## src/rtl/core/iepa_pkg.sv

```systemverilog
// ----------------------------------------------------------------------------
// Input event packet assembler package
// Event and sample types, event codes and tool bits shared by the core.
// ----------------------------------------------------------------------------
package iepa_pkg;

    localparam int EVENT_BITS  = 47;
    localparam int SAMPLE_BITS = 100;
    localparam int S_DATA_BITS = ((EVENT_BITS + 7) / 8) * 8;
    localparam int M_DATA_BITS = ((SAMPLE_BITS + 7) / 8) * 8;

    localparam logic [4:0] EVT_SYN = 5'd0;
    localparam logic [4:0] EVT_KEY = 5'd1;
    localparam logic [4:0] EVT_ABS = 5'd3;

    localparam logic [9:0] SYNC_REPORT  = 10'd0;
    localparam logic [9:0] SYNC_DROPPED = 10'd3;

    localparam logic [9:0] AXIS_X           = 10'd0;
    localparam logic [9:0] AXIS_Y           = 10'd1;
    localparam logic [9:0] AXIS_PRESSURE    = 10'd24;
    localparam logic [9:0] AXIS_MT_SLOT     = 10'd47;
    localparam logic [9:0] AXIS_MT_POS_X    = 10'd53;
    localparam logic [9:0] AXIS_MT_POS_Y    = 10'd54;
    localparam logic [9:0] AXIS_MT_TRACK_ID = 10'd57;

    localparam logic [9:0] KEY_PEN_TOOL    = 10'd320;
    localparam logic [9:0] KEY_RUBBER_TOOL = 10'd321;
    localparam logic [9:0] KEY_TIP_TOUCH   = 10'd330;

    localparam logic [3:0] TOOL_PEN    = 4'd1;
    localparam logic [3:0] TOOL_RUBBER = 4'd2;
    localparam logic [3:0] TOOL_TOUCH  = 4'd4;
    localparam logic [3:0] TOOL_FINGER = 4'd8;

    localparam logic [31:0] NO_CONTACT = 32'hFFFF_FFFF;

    typedef struct packed {
        logic signed [31:0] event_value;
        logic [9:0]         event_code;
        logic [4:0]         event_type;
    } event_t;

    typedef struct packed {
        logic [3:0]         tool_mask;
        logic signed [31:0] pen_pressure;
        logic signed [31:0] pos_y;
        logic signed [31:0] pos_x;
    } sample_t;

endpackage

```

## src/rtl/core/input_event_packet_assembler.sv

```systemverilog
// ----------------------------------------------------------------------------
// Input event packet assembler
// Folds an input event stream into pen samples, one per sync report.
// ----------------------------------------------------------------------------
// The slave channel takes one input event per word: type, code and signed
// value. Key and absolute-axis events update sticky x, y, pressure and a tool
// mask; a protocol B multitouch stream is reduced to the first contact that
// goes down. Each sync report produces one sample word on the master
// channel, except the report that closes a packet torn by a dropped-events
// sync, which is swallowed.
// An accepted event is held in the input register and is folded at the edge
// on which it advances; its sample is valid on the master side in the cycle
// after that edge. One event is accepted per cycle, limited only by the single
// output register: a report that makes a sample can move on only when that
// register is empty or being emptied in the same cycle. Events that make no
// sample never wait. If the receiver stalls, the sample holds, and the next
// such report waits in the input register with s_tready low.
// Reset clears all state: positions and pressure to zero, no tools, slot
// zero, no contact followed, no torn packet, both channels empty.
// ----------------------------------------------------------------------------
module input_event_packet_assembler (
    input  logic                              aclk,
    input  logic                              aresetn,
    input  logic                              s_tvalid,
    output logic                              s_tready,
    // event_type[4:0], event_code[14:5], event_value[46:15], zero pad
    input  logic [iepa_pkg::S_DATA_BITS-1:0]  s_tdata,
    output logic                              m_tvalid,
    input  logic                              m_tready,
    // pos_x[31:0], pos_y[63:32], pen_pressure[95:64], tool_mask[99:96], pad
    output logic [iepa_pkg::M_DATA_BITS-1:0]  m_tdata
);
    import iepa_pkg::*;

    logic    stage_valid_reg, stage_valid_next;
    event_t  stage_event_reg;
    logic    out_valid_reg, out_valid_next;
    sample_t out_sample_reg;
    logic    out_free;
    logic    advance;
    logic    emit;
    sample_t sample;

    iepa_fold u_fold (
        .aclk     (aclk),
        .aresetn  (aresetn),
        .ev_valid (stage_valid_reg),
        .ev_take  (advance),
        .ev       (stage_event_reg),
        .emit     (emit),
        .sample   (sample)
    );

    assign out_free = !out_valid_reg || m_tready;
    assign advance  = stage_valid_reg && (!emit || out_free);
    assign s_tready = !stage_valid_reg || advance;

    assign m_tvalid = out_valid_reg;
    assign m_tdata  = {{(M_DATA_BITS - SAMPLE_BITS){1'b0}}, out_sample_reg};

    always_comb begin
        stage_valid_next = stage_valid_reg;
        if (s_tready) begin
            stage_valid_next = s_tvalid;
        end
        out_valid_next = out_valid_reg;
        if (advance && emit) begin
            out_valid_next = 1'b1;
        end else if (m_tready) begin
            out_valid_next = 1'b0;
        end
    end

    always_ff @(posedge aclk) begin
        if (!aresetn) begin
            stage_valid_reg <= 1'b0;
            out_valid_reg   <= 1'b0;
        end else begin
            stage_valid_reg <= stage_valid_next;
            out_valid_reg   <= out_valid_next;
        end
    end

    always_ff @(posedge aclk) begin
        if (s_tvalid && s_tready) begin
            stage_event_reg <= s_tdata[EVENT_BITS-1:0];
        end
        if (advance && emit) begin
            out_sample_reg <= sample;
        end
    end

    a_no_overwrite: assert property (@(posedge aclk) disable iff (!aresetn)
        advance && emit |-> out_free)
        else $error("sample overwrites a pending word");

    a_stage_hold: assert property (@(posedge aclk) disable iff (!aresetn)
        stage_valid_reg && !advance |=> stage_valid_reg && $stable(stage_event_reg))
        else $error("stalled event lost");

    a_report_waits: assert property (@(posedge aclk) disable iff (!aresetn)
        stage_valid_reg && !emit |-> advance)
        else $error("non-reporting event stalled");

endmodule

```

## src/rtl/core/iepa_fold.sv

```systemverilog
// ----------------------------------------------------------------------------
// Input event packet assembler: event fold
// Holds the sticky pen and contact state and folds one event into it.
// ----------------------------------------------------------------------------
module iepa_fold (
    input  logic             aclk,
    input  logic             aresetn,
    input  logic             ev_valid,
    input  logic             ev_take,
    input  iepa_pkg::event_t ev,
    output logic             emit,
    output iepa_pkg::sample_t sample
);
    import iepa_pkg::*;

    logic signed [31:0] held_x_reg, held_x_next;
    logic signed [31:0] held_y_reg, held_y_next;
    logic signed [31:0] held_pressure_reg, held_pressure_next;
    logic [3:0]         held_tools_reg, held_tools_next;
    logic [31:0]        current_slot_reg, current_slot_next;
    logic [31:0]        followed_slot_reg, followed_slot_next;
    logic               torn_reg, torn_next;
    logic               slot_match;
    logic [3:0]         key_bit;

    assign slot_match = (current_slot_reg == followed_slot_reg);

    assign emit = ev_valid && (ev.event_type == EVT_SYN)
                  && (ev.event_code == SYNC_REPORT) && !torn_reg;

    assign sample.pos_x        = held_x_reg;
    assign sample.pos_y        = held_y_reg;
    assign sample.pen_pressure = held_pressure_reg;
    assign sample.tool_mask    = held_tools_reg;

    always_comb begin
        case (ev.event_code)
            KEY_PEN_TOOL:    key_bit = TOOL_PEN;
            KEY_RUBBER_TOOL: key_bit = TOOL_RUBBER;
            KEY_TIP_TOUCH:   key_bit = TOOL_TOUCH;
            default:         key_bit = 4'd0;
        endcase
    end

    always_comb begin
        held_x_next        = held_x_reg;
        held_y_next        = held_y_reg;
        held_pressure_next = held_pressure_reg;
        held_tools_next    = held_tools_reg;
        current_slot_next  = current_slot_reg;
        followed_slot_next = followed_slot_reg;
        torn_next          = torn_reg;
        case (ev.event_type)
            EVT_SYN: begin
                if (ev.event_code == SYNC_DROPPED) begin
                    torn_next = 1'b1;
                end else if (ev.event_code == SYNC_REPORT) begin
                    torn_next = 1'b0;
                end
            end
            EVT_KEY: begin
                if (ev.event_value != 32'sd0) begin
                    held_tools_next = held_tools_reg | key_bit;
                end else begin
                    held_tools_next = held_tools_reg & ~key_bit;
                end
            end
            EVT_ABS: begin
                case (ev.event_code)
                    AXIS_X:        held_x_next = ev.event_value;
                    AXIS_Y:        held_y_next = ev.event_value;
                    AXIS_PRESSURE: held_pressure_next = ev.event_value;
                    AXIS_MT_SLOT:  current_slot_next = ev.event_value;
                    AXIS_MT_TRACK_ID: begin
                        if (!ev.event_value[31]) begin
                            if (followed_slot_reg[31]) begin
                                followed_slot_next = current_slot_reg;
                                held_tools_next    = held_tools_reg | TOOL_FINGER;
                            end
                        end else if (slot_match) begin
                            followed_slot_next = NO_CONTACT;
                            held_tools_next    = held_tools_reg & ~TOOL_FINGER;
                        end
                    end
                    AXIS_MT_POS_X: begin
                        if (slot_match) begin
                            held_x_next = ev.event_value;
                        end
                    end
                    AXIS_MT_POS_Y: begin
                        if (slot_match) begin
                            held_y_next = ev.event_value;
                        end
                    end
                    default: ;
                endcase
            end
            default: ;
        endcase
    end

    always_ff @(posedge aclk) begin
        if (!aresetn) begin
            held_x_reg        <= '0;
            held_y_reg        <= '0;
            held_pressure_reg <= '0;
            held_tools_reg    <= '0;
            current_slot_reg  <= '0;
            followed_slot_reg <= NO_CONTACT;
            torn_reg          <= 1'b0;
        end else if (ev_take) begin
            held_x_reg        <= held_x_next;
            held_y_reg        <= held_y_next;
            held_pressure_reg <= held_pressure_next;
            held_tools_reg    <= held_tools_next;
            current_slot_reg  <= current_slot_next;
            followed_slot_reg <= followed_slot_next;
            torn_reg          <= torn_next;
        end
    end

    // A followed contact always carries the finger bit.
    a_follow_finger: assert property (@(posedge aclk) disable iff (!aresetn)
        !followed_slot_reg[31] |-> held_tools_reg[3])
        else $error("followed contact without finger bit");

    a_torn_clears: assert property (@(posedge aclk) disable iff (!aresetn)
        ev_take && torn_reg && (ev.event_type == EVT_SYN)
        && (ev.event_code == SYNC_REPORT) |=> !torn_reg)
        else $error("torn packet not cleared by report");

    a_torn_silent: assert property (@(posedge aclk) disable iff (!aresetn)
        torn_reg |-> !emit)
        else $error("sample emitted from torn packet");

endmodule

```

## config.mk

```make
export PLATFORM = sky130hd
export DESIGN_NAME = input_event_packet_assembler
export DESIGN_NICKNAME = d
export VERILOG_FILES = /design/src/rtl/core/iepa_pkg.sv /design/src/rtl/core/input_event_packet_assembler.sv /design/src/rtl/core/iepa_fold.sv
export SDC_FILE = /design/constraint.sdc
export NUM_CORES = 1
export LEC_CHECK = 0
export BUFFER_PORTS_ARGS = -buffer_cell sky130_fd_sc_hd__buf_2
export CORE_ASPECT_RATIO = 0.8
export CORE_MARGIN = 2
export CORE_UTILIZATION = 35
export CTS_BUF_LIST = sky130_fd_sc_hd__clkbuf_4
export CTS_CLUSTER_DIAMETER = 60
export DETAILED_ROUTE_END_ITERATION = 16
export PLACE_DENSITY = 0.61
export SYNTH_ARGS = -nofsm -noshare
export SYNTH_HDL_FRONTEND = slang
export SYNTH_HIERARCHICAL = 1
export SYNTH_SLANG_ARGS = --single-unit
```

## constraint.sdc

```tcl
create_clock -name aclk -period 6.4 [get_ports aclk]
set_input_delay 0.96 -clock aclk [delete_from_list [all_inputs] [get_ports aclk]]
set_output_delay 0.96 -clock aclk [all_outputs]
set_load 0.03 [all_outputs]
```

==> reports/metrics.csv, run 1 <==
stage;metric;value;unit
placement;Placer Congestion;0.781;
yosys;synth top area cells;edfxtp_1 (34%), dfxtp_1 (26%), nand2_1 (4.8%), o2111ai_1 (4.3%), or4_1 (3.9%);
power;total leakage power;5.80;nW
min_path;number of cells on the worst hold path;1;
timing;pin slew with the least headroom to its limit;1.19;ns
clocking;Post-CTS Hold Buffers;0;
global_routing;GRT Total Usage;17.8;%
setup_path;worst path arrival time;5.01;ns
min_path;HP Start;s_tdata[1];
yosys;post-synthesis register bit count;314;
die;row count;62;
routing;drt first pass iters;5;
setup_path;CP Launch Type;register;
setup_path;critical path launch point;stage_event_reg[10];
clocking;Clock Pin Slew Worst Setup and Hold Paths;0.07;ns
yosys;area leader, netlist;edfxtp_1;
timing;Final Hold Viols;0;
die;Core ar.;36100;µm²
timing;setup_tns;0;ns
power;Power Density;266;nW/µm²
clocking;Post-CTS Setup Inserts;0;
routing;Antenna Nets Post-Route;0;
cells_and_area;fillcell total;3558;
global_routing;first-pass GRT wire length;53200;µm
timing;clock skew;0.0481;ns
die;Die W;219;µm
clocking;Num CTS Buffers;83;
yosys;sequential area share after synthesis;60.0;%
global_routing;initial antenna violation count;1;
clocking;post_cts resized;0;
timing;Tcrit/Tclk final;69.5;%
routing;total length of routed wires;35200;µm
yosys;Synth top area share;34.1;%
outcome;outcome;finished, final reports clean;
global_routing;pin count of the biggest net entering global routing;130;
clocking;CTS tree;done;
routing;initial DRC count;850;
yosys;Syn Area/Cell;10.7;µm²
power;VDD IR max;0.0935;mV
global_routing;number of global-route vias before repair;9501;
setup_path;Max FO, Critical Path;58;
cells_and_area;Layout Utilization;41.5;%
cells_and_area;max reg flops;100;
routing;wire length per cell;18.6;µm
clocking;Clock Sink Count;314;
yosys;Synth warnings;6;
clocking;H-tree levels;3;
yosys;mapped cell area;12900;µm²
setup_path;required time worst endpoint;6.97;ns
cells_and_area;Final Net Count;1398;
routing;Residual DRC;0;
die;Initial Util;35.8;%
min_path;worst hold endpoint;stage_event_reg[1];
timing;Slew HR;20.8;%
clocking;Max clock buf depth;3;
die;Die Span Y;176;µm
yosys;Synth cell types;49;
routing;vias;10300;
timing;final setup vio count;0;
setup_path;CP Capture Type;register;
yosys;synth cell count leaders;dfxtp_1 (167), nand2_1 (167), edfxtp_1 (147);
timing;RSZ-0062 raised after global routing;no;
placement;hpwl dp;21400;µm
die;die area;38500;µm²
setup_path;worst r2r src;stage_event_reg[10];
setup_path;R2R Setup Slk;1.95;ns
yosys;Post-synth ARST share;0;%
timing;fin. max-slew vios;0;
clocking;worst-skew pair later-pin latency;0.72;ns
routing;Via-to-Cell Ratio;5.43;
timing;Fmax achieved;0.225;GHz
die;io pins;158;
timing;fin crit period;4.45;ns
cells_and_area;share of cells above drive strength 1;22.6;%
min_path;class of the worst hold path;in -> reg;
global_routing;global route total overflow;0;
yosys;Post-Synthesis Cells;1212;
job;max-capacitance violation count;0;
placement;port buffer count;152;
clocking;Root Buffer;clkbuf_4;
setup_path;kind of critical path;reg -> reg;
yosys;Synth Flop Type;dfxtp_1;
setup_path;RR Endpoint;u_fold/held_x_reg[14];
cells_and_area;area delta synth->final;16.0;%
setup_path;Reg2Reg Depth;10;
yosys;number of synthesized flops with an enable pin;147;
[power breakdown]
group | internal, W | switching (W) | leakage, nW
registers | 0.00212 | 0.0000519 | 2.97
logic | 0.0000259 | 0.0000781 | 2.20
clock network | 0.000886 | 0.000841 | 0.636
[cell usage in the layout (no fill, tap or decap), types with 4 or more instances in the layout]
cell / netlist / routed
buf_4: 4 / 19
edfxtp_1: 147 / 147
inv_2: 0 / 5
o32ai_1: 28 / 28
a21oi_1: 65 / 65
inv_1: 31 / 31
clkbuf_4: 0 / 123
a31oi_1: 28 / 28
nor2_1: 14 / 13
nor4b_1: 4 / 4
conb_1: 1 / 4
or3_1: 64 / 64
nor3_1: 4 / 4
dfxtp_1: 167 / 167
nor4_1: 18 / 18
or4_1: 68 / 67
mux2i_1: 4 / 4
clkinv_1: 1 / 21
buf_2: 7 / 151
o2111ai_1: 64 / 64
nand2_1: 167 / 167
clkinv_2: 0 / 4
nand3_1: 69 / 69
xor2_1: 31 / 31
nand4_1: 71 / 71
[worst max-delay path by stage]
| stage | endpoint | slack (ns) | cells after the start |
|---|---|---|---|
| after floorplan | m_tdata[0] | 1.44 | 7 |
| after global placement | u_fold/held_x_reg[29] | 1.96 | 8 |
| after detailed placement | u_fold/held_x_reg[16] | 1.87 | 8 |
| after CTS | u_fold/held_x_reg[14] | 1.95 | 10 |
| after global routing | u_fold/held_x_reg[24] | 1.60 | 10 |
| final | u_fold/held_x_reg[14] | 1.95 | 10 |
[stage by stage]
stage	power (W)	area (µm²)	hold slack, ns	cells	setup WS (ns)
floorplan	0.00224	12900	0.408	1215	1.44
CTS	0.00406	15000	0.358	1893	1.95
global route	0.00417	15000	0.355	1894	1.60
global placement	0.00231	14000	0.416	1740	1.96
detailed placement	0.00232	14000	0.418	1740	1.87
finish	0.00400	15000	0.417	1894	1.95
[layer usage]
layer | wire [µm] | up-vias | part of all wire (%) | track usage, %
met5 | 0 | - | 0 | 0.513
met4 | 984 | 0 | 2.8 | 7.35
li1 | - | 4950 | - | -
met1 | 16100 | 4903 | 46 | 24.7
met3 | 2460 | 81 | 7.0 | 4.22
met2 | 15600 | 355 | 44 | 26.6
[worst max-delay path, stage by stage, from the launching register on]
cell and delay (ns):
edfxtp_1 0.55, or4_1 0.59, nor2_1 0.15, nand3_1 0.11, nor4_1 0.60, a21boi_1 0.23
nand4_1 0.49, or4_2 0.84, buf_4 0.46, or4_1 0.17, nand4_1 0.09
[layout make-up]
class / instances / area (µm²) / area share (%)
multi-input cells: 743 / 4570 / 30.4
well taps: 480 / 601 / 4.00
flip-flops and latches: 314 / 7760 / 51.7
inverters: 32 / 120 / 0.800
clock buffers: 123 / 923 / 6.15
repair buffers: 171 / 918 / 6.12
diodes: 1 / 2.50 / 0.0167
clock inverters: 30 / 123 / 0.817
[kinds of logic (layout without fill, tap and decap cells)]
logic type               Yosys count  count (layout)  synth area share, %
AND/OR/NAND/NOR                  504             504                 21.5
flip-flops                       314             314                 60.0
adder cells (fa/ha/maj)            1               1               0.0967
buffers and inverters            158             356                 5.06
AO/OA/AOI/OAI                    199             199                 10.9
multiplexers                       4               4                0.310
XOR/XNOR                          31              31                 2.10
other                              1               5               0.0290
No activity file was read; power rests on OpenSTA's default activity.
==> run 2: changes to the inputs <==
--- a/config.mk
+++ b/config.mk
@@ -12,7 +12,7 @@
 export CTS_BUF_LIST = sky130_fd_sc_hd__clkbuf_4
 export CTS_CLUSTER_DIAMETER = 60
 export DETAILED_ROUTE_END_ITERATION = 16
-export PLACE_DENSITY = 0.61
+export PLACE_DENSITY = 0.59
 export SYNTH_ARGS = -nofsm -noshare
 export SYNTH_HDL_FRONTEND = slang
 export SYNTH_HIERARCHICAL = 1
==> constraint.sdc (replaced) <==
create_clock -name aclk -period 4.5 [get_ports aclk]
set_input_delay 0.675 -clock aclk [delete_from_list [all_inputs] [get_ports aclk]]
set_output_delay 0.675 -clock aclk [all_outputs]
set_load 0.03 [all_outputs]
==> reports/metrics.csv, run 2 (same netlist as run 1, synthesis figures left out) <==
stage;metric;value;unit;change
timing;fin crit period;3.62;ns;was 4.45 ns
timing;final setup vio count;0;;unchanged
placement;hpwl dp;22000;µm;was 21,400 µm
routing;Antenna Nets Post-Route;0;;unchanged
clocking;Post-CTS Hold Buffers;0;;unchanged
die;Die W;219;µm;unchanged
clocking;Num CTS Buffers;83;;unchanged
setup_path;CP Launch Type;register;;unchanged
setup_path;CP Capture Type;register;;unchanged
routing;drt first pass iters;5;;unchanged
timing;Final Hold Viols;0;;unchanged
cells_and_area;fillcell total;3529;;was 3,558
setup_path;required time worst endpoint;5.15;ns;was 6.97 ns
die;row count;62;;unchanged
die;io pins;158;;unchanged
routing;total length of routed wires;35500;µm;was 35,200 µm
cells_and_area;max reg flops;100;;unchanged
setup_path;worst r2r src;stage_event_reg[10];;unchanged
timing;fin. max-slew vios;0;;unchanged
routing;Via-to-Cell Ratio;5.38;;was 5.43
clocking;Clock Sink Count;314;;unchanged
routing;initial DRC count;738;;was 850
placement;placed cells;1754;;was 1,740
cells_and_area;Post-Layout Cell Count;1908;;was 1,894
clocking;CTS tree;done;;unchanged
die;Core ar.;36100;µm²;unchanged
setup_path;Max FO, Critical Path;27;;was 58
power;sequential share of power;53.2;%;was 54.2%
routing;vias;10300;;about the same
min_path;class of the worst hold path;in -> reg;;unchanged
cells_and_area;share of cells above drive strength 1;23.8;%;was 22.6%
timing;setup_tns;0;ns;unchanged
job;max-capacitance violation count;0;;unchanged
cells_and_area;final instance area;15200;µm²;was 15,000 µm²
global_routing;GRT Total Usage;18.2;%;was 17.8%
cells_and_area;area delta synth->final;17.7;%;was 16.0%
setup_path;kind of critical path;reg -> reg;;unchanged
power;Combinational Power Share;2.6;%;about the same
timing;clock skew;0.0485;ns;was 0.0481 ns
min_path;HP Start;s_tdata[1];;unchanged
clocking;Max clock buf depth;3;;unchanged
power;P_sw;0.00137;W;was 0.000971 W
power;total leakage power;5.92;nW;was 5.80 nW
die;Initial Util;35.8;%;unchanged
timing;Slew HR;20.7;%;was 20.8%
routing;Residual DRC;0;;unchanged
die;Die Span Y;176;µm;unchanged
setup_path;critical path launch point;stage_event_reg[10];;unchanged
routing;wire length per cell;18.6;µm;about the same
global_routing;initial antenna violation count;1;;unchanged
timing;RSZ-0062 raised after global routing;no;;unchanged
global_routing;first-pass GRT wire length;54500;µm;was 53,200 µm
clocking;Clock Pin Slew Worst Setup and Hold Paths;0.07;ns;about the same
cells_and_area;Multi-input gate area;4570;µm²;unchanged
clocking;Post-CTS Setup Inserts;0;;unchanged
cells_and_area;flip-flop and latch area;7760;µm²;unchanged
cells_and_area;Layout Utilization;42.1;%;was 41.5%
timing;pin slew with the least headroom to its limit;1.19;ns;about the same
global_routing;number of global-route vias before repair;9643;;was 9,501
clocking;worst-skew pair later-pin latency;0.73;ns;was 0.72 ns
cells_and_area;Final Net Count;1412;;was 1,398
clocking;H-tree levels;3;;unchanged
clocking;Root Buffer;clkbuf_4;;unchanged
power;Final Power;0.00580;W;was 0.00400 W
placement;Placer Congestion;0.756;;was 0.781
power;Clk pwr share;44.3;%;was 43.2%
placement;Placed Area;14100;µm²;was 14,000 µm²
clocking;post_cts resized;0;;unchanged
die;die area;38500;µm²;unchanged
cells_and_area;most frequent cells in the layout;nand2_1 (167), dfxtp_1 (167), buf_2 (151);;unchanged
power;Power Density;381;nW/µm²;was 266 nW/µm²
timing;Tcrit/Tclk final;80.5;%;was 69.5%
power;Pint;0.00443;W;was 0.00303 W
setup_path;worst path arrival time;4.28;ns;was 5.01 ns
power;Switching Share;23.6;%;was 24.3%
power;VDD IR max;0.161;mV;was 0.0935 mV
placement;port buffer count;152;;unchanged
outcome;outcome;finished, final reports clean;;unchanged
global_routing;pin count of the biggest net entering global routing;130;;unchanged
timing;Fmax achieved;0.276;GHz;was 0.225 GHz
global_routing;global route total overflow;0;;unchanged
run 2: final timing paths:
check	to	depth (start not counted)	slack, ns
worst max-delay path	u_fold/held_x_reg[6]	12	0.88
worst min-delay path	stage_event_reg[1]	1	0.12
worst min register to register	m_tdata[80]	0	0.42
worst max register to register	u_fold/held_x_reg[6]	12	0.88
run 2: critical path, stage by stage (launching register included):
cell	delay, ns
edfxtp_1	0.56
or4_1	0.21
nor2_1	0.06
nand3_1	0.07
nor4_1	0.05
buf_4	0.15
a21boi_1	0.24
nand4_1	0.13
buf_4	0.22
or4_2	0.95
buf_4	0.30
or4_1	0.48
nand4_1	0.11
run 2: metrics by stage:
stage | hold slack [ns] | worst slack (ns)
floorplan | 0.408 | 0.625
global placement | 0.415 | 1.01
detailed placement | 0.416 | 0.930
CTS | 0.0519 | 0.918
global route | 0.0644 | 0.751
finish | 0.115 | 0.876
run 2: routing by layer:
layer	vias to the layer above	wire [µm]	GRT usage, %
li1	4987	-	-
met1	4923	16600	25.9
met2	283	15900	27.3
met3	65	2010	3.63
met4	0	857	6.81
met5	-	0	0
run 2: cell type report:
cell class / instances / area share, %
Clock inverter: 22 / 0.773
Inverter: 32 / 0.789
Clock buffer: 131 / 6.46
Multi-Input combinational cell: 743 / 30.0
Timing Repair Buffer: 185 / 7.08
Tap cell: 480 / 3.94
Sequential cell: 314 / 51.0
Antenna cell: 1 / 0.0164
run 2: power by group through the flow:
stage / clock [W] / sequential (W) / combinational, W
5_1_grt: 0.00281 / 0.00309 / 0.000165
3_5_place_dp: 0 / 0.00315 / 0.000149
4_1_cts: 0.00266 / 0.00308 / 0.000150
6_report: 0.00257 / 0.00308 / 0.000149
2_1_floorplan: 0 / 0.00310 / 0.0000953
3_3_place_gp: 0 / 0.00315 / 0.000146
==> run 3: changes to the inputs <==
--- a/config.mk
+++ b/config.mk
@@ -12,7 +12,7 @@
 export CTS_BUF_LIST = sky130_fd_sc_hd__clkbuf_4
 export CTS_CLUSTER_DIAMETER = 60
 export DETAILED_ROUTE_END_ITERATION = 16
-export PLACE_DENSITY = 0.59
+export PLACE_DENSITY = 0.61
 export SYNTH_ARGS = -nofsm -noshare
 export SYNTH_HDL_FRONTEND = slang
 export SYNTH_HIERARCHICAL = 1
==> constraint.sdc (replaced) <==
create_clock -name aclk -period 3.1 [get_ports aclk]
set_input_delay 0.465 -clock aclk [delete_from_list [all_inputs] [get_ports aclk]]
set_output_delay 0.465 -clock aclk [all_outputs]
set_load 0.03 [all_outputs]
==> reports/metrics.csv, run 3 (same netlist as run 1, synthesis figures left out) <==
stage;metric;value;unit;change
global_routing;initial antenna violation count;1;;unchanged
global_routing;GRT Total Usage;18.3;%;was 18.2%
routing;Residual DRC;0;;unchanged
routing;Via-to-Cell Ratio;5.35;;was 5.38
die;Core ar.;36100;µm²;unchanged
die;Die Span Y;176;µm;unchanged
routing;vias;10600;;was 10,300
cells_and_area;Post-Layout Cell Count;1975;;was 1,908
setup_path;worst r2r src;stage_event_reg[7];;was stage_event_reg[10]
timing;Tcrit/Tclk final;96.2;%;
setup_path;CP Launch Type;register;;unchanged
cells_and_area;share of cells above drive strength 1;23.8;%;about the same
placement;placed cells;1770;;was 1,754
clocking;Root Buffer;clkbuf_4;;unchanged
routing;Antenna Nets Post-Route;0;;unchanged
setup_path;required time worst endpoint;2.63;ns;was 5.15 ns
clocking;H-tree levels;3;;unchanged
power;Power Density;531;nW/µm²;was 381 nW/µm²
placement;Post-Place Setup Slack;-0.0207;ns;was 0.930 ns
setup_path;RR Endpoint;u_fold/held_x_reg[31];;was u_fold/held_x_reg[6]
routing;drt first pass iters;5;;unchanged
setup_path;Reg2Reg Depth;10;;was 12
global_routing;number of global-route vias before repair;10100;;was 9,643
clocking;worst-skew pair later-pin latency;0.73;ns;about the same
global_routing;global route total overflow;0;;unchanged
min_path;HP Start;aresetn;;was s_tdata[1]
outcome;outcome;finished, final reports clean;;unchanged
timing;Fmax achieved;0.335;GHz;
clocking;Clock Pin Slew Worst Setup and Hold Paths;0.07;ns;about the same
timing;final setup margin;0.117;ns;was 0.876 ns
power;VDD IR max;0.218;mV;was 0.161 mV
clocking;Clock Sink Count;314;;unchanged
timing;RSZ-0062 raised after global routing;yes;;was no
timing;final setup vio count;0;;unchanged
timing;fin crit period;2.98;ns;
clocking;CTS tree;done;;unchanged
die;Initial Util;35.8;%;unchanged
setup_path;Max FO, Critical Path;3;;was 27
placement;port buffer count;152;;unchanged
cells_and_area;Final Net Count;1480;;was 1,412
routing;total length of routed wires;36000;µm;was 35,500 µm
timing;fin. max-slew vios;0;;unchanged
die;die area;38500;µm²;unchanged
placement;Placer Congestion;0.779;;was 0.756
routing;initial DRC count;738;;unchanged
cells_and_area;area delta synth->final;23.8;%;was 17.7%
setup_path;worst path arrival time;2.52;ns;was 4.28 ns
die;io pins;158;;unchanged
timing;Final Hold Viols;0;;unchanged
setup_path;kind of critical path;reg -> out;;was reg -> reg
cells_and_area;fillcell total;3452;;was 3,529
timing;clock skew;0.0515;ns;was 0.0485 ns
clocking;Max clock buf depth;3;;unchanged
setup_path;CP Capture Type;output port;;was register
global_routing;first-pass GRT wire length;55400;µm;was 54,500 µm
setup_path;critical path launch point;stage_event_reg[14];;was stage_event_reg[10]
clocking;Num CTS Buffers;81;;was 83
power;total leakage power;6.26;nW;was 5.92 nW
routing;wire length per cell;18.2;µm;was 18.6 µm
job;max-capacitance violation count;0;;unchanged
placement;hpwl dp;22300;µm;was 22,000 µm
timing;Slew HR;22.2;%;was 20.7%
setup_path;Setup crit end;s_tready;;was u_fold/held_x_reg[6]
die;Die W;219;µm;unchanged
setup_path;R2R Setup Slk;0.20;ns;was 0.88 ns
min_path;class of the worst hold path;in -> reg;;unchanged
die;row count;62;;unchanged
global_routing;pin count of the biggest net entering global routing;129;;was 130
timing;pin slew with the least headroom to its limit;1.17;ns;was 1.19 ns
cells_and_area;most frequent cells in the layout;nand2_1 (167), dfxtp_1 (167), buf_2 (151);;unchanged
cells_and_area;max reg flops;100;;unchanged
==> run 3: cell types whose count changed in the layout (fill, tap and decap cells not counted), moves of 2 or more <==
cell / change
or4_4: +2
clkinv_2: +2
clkinv_1: +8
clkbuf_4: -16
dlygate4sd3_1: +49
buf_12: +9
bufinv_16: +2
buf_4: +12
==> run 3: worst min-delay path by stage <==
stage / depth (start not counted) / endpoint / slack [ns]
2_1_floorplan: 0 / m_tdata[96] / 0.41
3_3_place_gp: 0 / m_tdata[72] / 0.42
3_5_place_dp: 0 / m_tdata[68] / 0.42
4_1_cts: 2 / m_tvalid / 0.17
5_1_grt: 2 / stage_valid_reg / 0.20
6_report: 2 / m_tvalid / 0.22
==> run 3: layout make-up <==
type                       instances  area (µm²)  share of cell area (%)
antenna                            1        2.50                  0.0156
clock buffer                     115         863                    5.39
clock inverter                    35         230                    1.44
inverter                          32         120                   0.750
multi-input combinational        743        4610                    28.8
sequential                       314        7760                    48.4
tap                              480         601                    3.75
timing repair buffer             255        1840                    11.5
==> run 3: repair_timing <==
item                                    4_1_cts  5_1_grt
endpoints found under the setup margin       17       12
hold endpoints to repair                     49        0
resized for setup                             1        1
setup buffers                                 0        5
hold buffers                                 49        0
pin swaps                                     0        1
==> run 3: per-stage QoR <==
| stage | area (µm²) | setup TNS, ns | utilization, % | total power, W | hold WS, ns |
|---|---|---|---|---|---|
| floorplan | 13000 | -45.50 | - | 0.00464 | 0.408 |
| global placement | 14400 | 0 | 39.8 | 0.00481 | 0.416 |
| detailed placement | 14400 | -0.136 | 39.8 | 0.00481 | 0.416 |
| CTS | 16000 | 0 | 44.2 | 0.00863 | 0.172 |
| global route | 16000 | -0.0819 | 44.3 | 0.00887 | 0.196 |
| finish | 16000 | 0 | 44.3 | 0.00850 | 0.224 |
==> run 3: per-layer routing <==
metal / up-vias / global-route usage [%] / share of wire (%)
met5: - / 0 / 0
met4: 0 / 7.15 / 2.4
met3: 68 / 4.20 / 6.1
met2: 335 / 29.0 / 47
met1: 5055 / 24.4 / 44
li1: 5115 / - / -
==> run 3: critical path, stage by stage (launching register included) <==
cell,delay (ns)
edfxtp_1,0.40
or4_4,0.55
nor2_4,0.13
nand3_2,0.09
nor4_4,0.16
buf_4,0.17
nand4b_4,0.09
buf_2,0.19
==> run 3: power breakdown <==
part / leakage [nW] / internal, W / switching [W]
clock network: 0.638 / 0.00198 / 0.00175
logic: 2.65 / 0.000121 / 0.000201
registers: 2.97 / 0.00437 / 0.0000833
total: 6.26 / 0.00647 / 0.00203
